===== src/hdl/smf16_pkg.sv =====
// smf16_pkg: fp16 constants and lane compare helpers for the segment max block
// no dependencies
`timescale 1ns / 1ps
package smf16_pkg;
    localparam logic [15:0] FP16_EXP_MASK = 16'h7c00;
    localparam logic [15:0] FP16_MAN_MASK = 16'h03ff;
    localparam logic [15:0] FP16_NEG_INF  = 16'hfc00;
    localparam int          MAX_LANES     = 4;

    typedef logic [15:0] fp16_t;

    function automatic logic is_nan16(input fp16_t b);
        is_nan16 = ((b & FP16_EXP_MASK) == FP16_EXP_MASK) && ((b & FP16_MAN_MASK) != 16'h0000);
    endfunction

    function automatic logic [15:0] order_key(input fp16_t b);
        order_key = b[15] ? ~b : (b | 16'h8000);
    endfunction
endpackage


===== src/hdl/smf16_lane.sv =====
// smf16_lane: one lane of running fp16 max with nan hold
// depends on smf16_pkg
`timescale 1ns / 1ps
module smf16_lane
(
    input  logic                 clk,
    input  logic                 rst_n,
    input  logic                 step,
    input  logic                 clear,
    input  logic                 nan_propagate,
    input  smf16_pkg::fp16_t     din,
    output smf16_pkg::fp16_t     upd
);
    smf16_pkg::fp16_t max_reg;
    smf16_pkg::fp16_t max_next;
    logic             held_reg;
    logic             held_next;

    always_comb
    begin
        max_next  = max_reg;
        held_next = held_reg;
        if (smf16_pkg::is_nan16(din))
        begin
            if (nan_propagate)
            begin
                max_next  = din;
                held_next = 1'b1;
            end
        end
        else if (!held_reg &&
                 smf16_pkg::order_key(din) > smf16_pkg::order_key(max_reg))
        begin
            max_next = din;
        end
    end

    assign upd = max_next;

    always_ff @(posedge clk or negedge rst_n)
    begin
        if (!rst_n)
        begin
            max_reg  <= smf16_pkg::FP16_NEG_INF;
            held_reg <= 1'b0;
        end
        else if (clear)
        begin
            max_reg  <= smf16_pkg::FP16_NEG_INF;
            held_reg <= 1'b0;
        end
        else if (step)
        begin
            max_reg  <= max_next;
            held_reg <= held_next;
        end
    end
endmodule


===== src/hdl/segment_max_fp16_lanes_top.sv =====
// segment_max_fp16_lanes_top: four-lane fp16 segment max with apb register port
// depends on smf16_pkg and smf16_lane
`timescale 1ns / 1ps
// usage:
//   input beats carry four fp16 lanes plus last_neighbor and empty_segment.
//   each lane keeps a running max from minus infinity; a beat with
//   last_neighbor emits the lane maxima, a beat with empty_segment emits
//   zeros; both return the lanes to minus infinity.
//   one beat is taken every cycle while in_stall is low; a result appears in
//   the cycle after the beat that closes the segment, held in an output register.
//   the input is stalled only while a result waits and the receiver stalls;
//   a non-closing beat is still taken in that case.
//   register 0 at address 0: bit 0 nan_propagate, reset 1.
//   reset clears the lanes, nan holds and the output valid.
//   lanes at or above LANES are ignored and read zero.
//   per-lane compare and select sets the one cycle rate.
module segment_max_fp16_lanes_top
#(
    parameter int LANES = 4
)
(
    input  logic        clk,
    input  logic        rst_n,
    input  logic        psel,
    input  logic        penable,
    input  logic        pwrite,
    input  logic        paddr,
    input  logic [31:0] pwdata,
    output logic [31:0] prdata,
    output logic        pready,
    input  logic        in_valid,
    output logic        in_stall,
    input  logic [15:0] lane_a,
    input  logic [15:0] lane_b,
    input  logic [15:0] lane_c,
    input  logic [15:0] lane_d,
    input  logic        last_neighbor,
    input  logic        empty_segment,
    output logic        out_valid,
    input  logic        out_stall,
    output logic [15:0] max_a,
    output logic [15:0] max_b,
    output logic [15:0] max_c,
    output logic [15:0] max_d
);
    logic             nanp_reg;
    logic             out_valid_reg;
    smf16_pkg::fp16_t res_reg  [smf16_pkg::MAX_LANES];
    smf16_pkg::fp16_t res_next [smf16_pkg::MAX_LANES];
    smf16_pkg::fp16_t din      [smf16_pkg::MAX_LANES];
    smf16_pkg::fp16_t upd      [smf16_pkg::MAX_LANES];
    logic             acc;
    logic             closing;
    logic             emit_blocked;

    assign pready = 1'b1;
    assign prdata = {31'b0, nanp_reg};

    always_ff @(posedge clk or negedge rst_n)
    begin
        if (!rst_n)
            nanp_reg <= 1'b1;
        else if (psel && penable && pwrite && !paddr)
            nanp_reg <= pwdata[0];
    end

    assign closing      = last_neighbor || empty_segment;
    assign emit_blocked = out_valid_reg && out_stall;
    assign in_stall     = emit_blocked && closing;
    assign acc          = in_valid && !in_stall;

    assign din[0] = lane_a;
    assign din[1] = lane_b;
    assign din[2] = lane_c;
    assign din[3] = lane_d;

    genvar g;
    generate
        for (g = 0; g < smf16_pkg::MAX_LANES; g++)
        begin : g_lane
            if (g < LANES)
            begin : g_on
                smf16_lane u_lane
                (
                    .clk           (clk),
                    .rst_n         (rst_n),
                    .step          (acc && !empty_segment),
                    .clear         (acc && closing),
                    .nan_propagate (nanp_reg),
                    .din           (din[g]),
                    .upd           (upd[g])
                );
                assign res_next[g] = empty_segment ? 16'h0000 : upd[g];
            end
            else
            begin : g_off
                assign upd[g]      = 16'h0000;
                assign res_next[g] = upd[g];
            end
        end
    endgenerate

    always_ff @(posedge clk or negedge rst_n)
    begin
        if (!rst_n)
            out_valid_reg <= 1'b0;
        else if (acc && closing)
            out_valid_reg <= 1'b1;
        else if (!out_stall)
            out_valid_reg <= 1'b0;
    end

    always_ff @(posedge clk)
    begin
        if (acc && closing)
            res_reg <= res_next;
    end

    assign out_valid = out_valid_reg;
    assign max_a     = res_reg[0];
    assign max_b     = res_reg[1];
    assign max_c     = res_reg[2];
    assign max_d     = res_reg[3];
endmodule

===== config.mk =====
export PLATFORM = sky130hd
export DESIGN_NAME = segment_max_fp16_lanes_top
export DESIGN_NICKNAME = d
export VERILOG_FILES = /design/src/hdl/smf16_pkg.sv /design/src/hdl/smf16_lane.sv /design/src/hdl/segment_max_fp16_lanes_top.sv
export SDC_FILE = /design/constraint.sdc
export NUM_CORES = 1
export LEC_CHECK = 0
export BUFFER_PORTS_ARGS = -buffer_cell sky130_fd_sc_hd__buf_4
export CORE_MARGIN = 3
export CORE_UTILIZATION = 51
export CTS_CLUSTER_DIAMETER = 100
export DETAILED_ROUTE_END_ITERATION = 8
export GPL_ROUTABILITY_DRIVEN = 0
export MAX_ROUTING_LAYER = met4
export PLACE_DENSITY = 0.78
export RECOVER_POWER = 100
export SLEW_MARGIN = 25
export SYNTH_ARGS = -nofsm -noshare
export SYNTH_HDL_FRONTEND = slang
export SYNTH_SLANG_ARGS = --single-unit

===== constraint.sdc =====
create_clock -name clk -period 4 [get_ports clk]
set_clock_uncertainty 0.05 [all_clocks]
set_input_delay 1 -clock clk [delete_from_list [all_inputs] [get_ports clk]]
set_output_delay 1 -clock clk [all_outputs]
set_load 0.01 [all_outputs]

==> impl_metrics.tcl <==
set metrics [dict create \
    status "complete, but fails checks" \
    violations "max-capacitance violations, max-slew violations" \
    worstPathMaxFanout 18 \
    coreArea_mm2 0.0190 \
    grt_max_degree 71 \
    avgRoutedWirePerCell_um 17.8 \
    cts_made_buffers 17 \
    cts_hold_buffers 0 \
    yosysSeqAreaShare_pct 37.2 \
    synth_edf_count 64 \
    max-cap-violations 1 \
    fin_nets 1326 \
    syn_avg_cell_area_um2 9.59 \
    tritoncts "built" \
    gr-usage-all-layers_pct 24.6 \
    setup_viol 0 \
    rsz0062_at_grt "no" \
    max_stage_delay_ns 1.12 \
    vias 8409 \
    period_share_pct 92.4 \
    cp-start-kind "flip-flop" \
    ios 205 \
    die_x_um 146 \
    crit_type "reg -> reg" \
    crit_required_ns 4.26 \
    netlist_area_mm2 0.00997 \
    clock.fmax_mhz 270 \
    cts-root-buf "clkbuf_16" \
    hpwl_um 17300 \
    syn2layout_area_growth_pct 14.4 \
    worstMarginPinSlew_ns 1.96 \
    worst_ir_drop_vdd_v 0.000281 \
    ys_ff_latch 134 \
    dieArea_mm2 0.0213 \
    crit_buf_inv 1 \
    hp-class "reg -> reg" \
    via_per_inst 5.88 \
    synth_cells 1039 \
    p_total_mw 4.70 \
    htree_levels 4 \
    grt_pass1_vias 8351 \
    clockBufferDepth 2 \
    synth_top_area_cell "edfxtp_1" \
    synthXorXnorAreaFrac_pct 10.5 \
    grt_overflow 0 \
    period_needed_ns 3.70 \
    relSlewSlack_pct -30.5 \
    n_fill_cell 1601 \
    ys.flop_type "edfxtp_1" \
    largest_reg_flops 64 \
    numPortBuffers 141 \
    fp.dieH_um 146 \
    synth.distinct_cells 61 \
    ctsResizeCount 0 \
    synthMuxAreaShare_pct 8.75 \
    synth_compound_area_share_pct 18.5 \
    insertion_delay_ns 0.42 \
    arrival_ns 3.95 \
    clk_pin_slew_ns 0.06 \
    cts_setup_buffers 0 \
    start_util_pct 52.6 \
    antenna_found_initial 0 \
    drive_above_1_share_pct 16.1 \
    crit_chain "xnor2_1 -> ha_1 -> nand4_1 -> nor4_1 -> a21boi_0 -> o31a_2 -> clkbuf_2 -> o21ai_0 -> a22o_1" \
    drtIter0Drc 719 \
    worst_setup_path_end_kind "flip-flop" \
    hold_viol 0 \
    drtAntennaViolNets 0 \
    async_flop_share_pct 52.2 \
    wl_um 25400 \
    powerDensity_mw_per_mm2 412 \
    critPathSlowestCell "dfstp_1" \
    grt_first_pass_wirelength_um 42200 \
    drv_slew 71 \
    synth_fa_ha_area_share_pct 8.03 \
    crit_family "flip-flops" \
    synth_top_cells_by_area "edfxtp_1 (19%), dfrtp_1 (11%), ha_1 (8.0%)" \
    firstDrtPassIters 6 \
    rows 50 \
    antenna_cells 0 \
    netlist.area_leader.share_pct 19.3 \
    p_leak_nw 4.66 \
    cts_sinks 134 \
    yosysWarnings 0 \
    synth_top_family_by_area "compound AO/OA/AOI/OAI gates" \
    yosys.area_share.simple_pct 11.1 \
    remaining_drc_errors 0 \
    finalSetupTns_ns 0 \
]
[worst paths after layout]
kind	slack (ns)	endpoint	cells past startpoint	startpoint
max in group asynchronous	1.66	g_lane[1].g_on.u_lane.held_reg	1	rst_n
max reg2reg	0.30	g_lane[1].g_on.u_lane.max_reg[7]	9	g_lane[1].g_on.u_lane.max_reg[15]
max	0.30	g_lane[1].g_on.u_lane.max_reg[7]	9	g_lane[1].g_on.u_lane.max_reg[15]
min in group asynchronous	1.09	g_lane[3].g_on.u_lane.max_reg[9]	1	rst_n
min reg2reg	0.45	g_lane[3].g_on.u_lane.held_reg	2	g_lane[3].g_on.u_lane.held_reg
min	0.45	g_lane[3].g_on.u_lane.held_reg	2	g_lane[3].g_on.u_lane.held_reg
[layout make-up]
class,count,area (µm²),share of cell area [%]
clock buffer,22,454,3.98
clock inverter,10,81.3,0.713
inverter,8,30.0,0.263
multi-input combinational,826,5790,50.8
sequential,134,3700,32.5
tap,260,325,2.85
timing repair buffer,169,1010,8.89
[metrics by stage]
step	hold slack (ns)	instance area [µm²]	utilization, %	cells	setup slack, ns
floorplan	0.412	10100	-	1069	0.00844
global placement	0.430	11200	59.0	1396	0.183
detailed placement	0.444	11200	59.0	1396	0.150
CTS	0.456	11700	61.8	1428	0.453
global route	0.490	11400	60.2	1429	0.110
finish	0.451	11400	60.2	1429	0.302
[metal layers]
| layer | vias up | track usage, % | routed length [µm] |
|---|---|---|---|
| met1 | 4093 | 31.9 | 11200 |
| met2 | 311 | 39.6 | 12300 |
| met3 | 26 | 4.33 | 1670 |
| met5 | - | - | 0 |
| met4 | 0 | 7.12 | 263 |
| li1 | 3979 | - | - |
[cell usage after synthesis (5+ instances only)]
cell type / n
a21oi_1: 41
o22ai_1: 17
nor4_1: 17
o21ai_0: 121
nor2_1: 37
o21a_1: 5
and3_1: 5
buf_4: 34
o211ai_1: 7
mux2_2: 31
o2bb2ai_1: 10
buf_2: 8
nand3_1: 21
nand2_1: 120
o22a_1: 6
edfxtp_1: 64
a31oi_1: 6
inv_1: 7
o21ai_1: 5
clkbuf_1: 49
o31a_1: 5
mux2i_1: 50
a22o_1: 30
xnor2_1: 60
xor2_1: 60
dfstp_2: 25
a21boi_1: 5
nand4_1: 13
o32a_1: 7
dfrtp_1: 45
nand3b_1: 6
ha_1: 64
[tightest hold or removal path: stages (launching register included)]
cell,delay [ns]
dfrtp_1,0.34
a21oi_1,0.04
nor2_1,0.08
[report_power, final]
part | internal [mW] | switching, mW | leakage [nW] | total, mW
combinational | 0.651 | 0.820 | 2.90 | 1.47
sequential | 1.63 | 0.136 | 1.50 | 1.77
clock | 0.863 | 0.597 | 0.259 | 1.46
[cell usage in the layout, fill, tap and decap left out, types with 8 or more instances in the layout]
cell	n
a21oi_1	42
a22o_1	30
buf_4	87
clkbuf_1	74
clkbuf_16	17
clkbuf_2	9
conb_1	32
dfrtp_1	45
dfstp_2	22
edfxtp_1	64
ha_1	64
inv_1	8
mux2_2	31
mux2i_1	51
nand2_1	120
nand3_1	21
nand4_1	13
nor2_1	36
nor4_1	17
o21ai_0	123
o22ai_1	17
o2bb2ai_1	10
xnor2_1	60
xor2_1	60
[cell families after synthesis]
logic type / count (synthesis)
other: 2
flip-flops: 134
buffers and inverters: 109
XOR/XNOR: 120
adder cells (fa/ha/maj): 64
multiplexers: 82
AND/OR/NAND/NOR: 240
AO/OA/AOI/OAI: 288
Note: power is estimated with default switching activity, not from simulation.
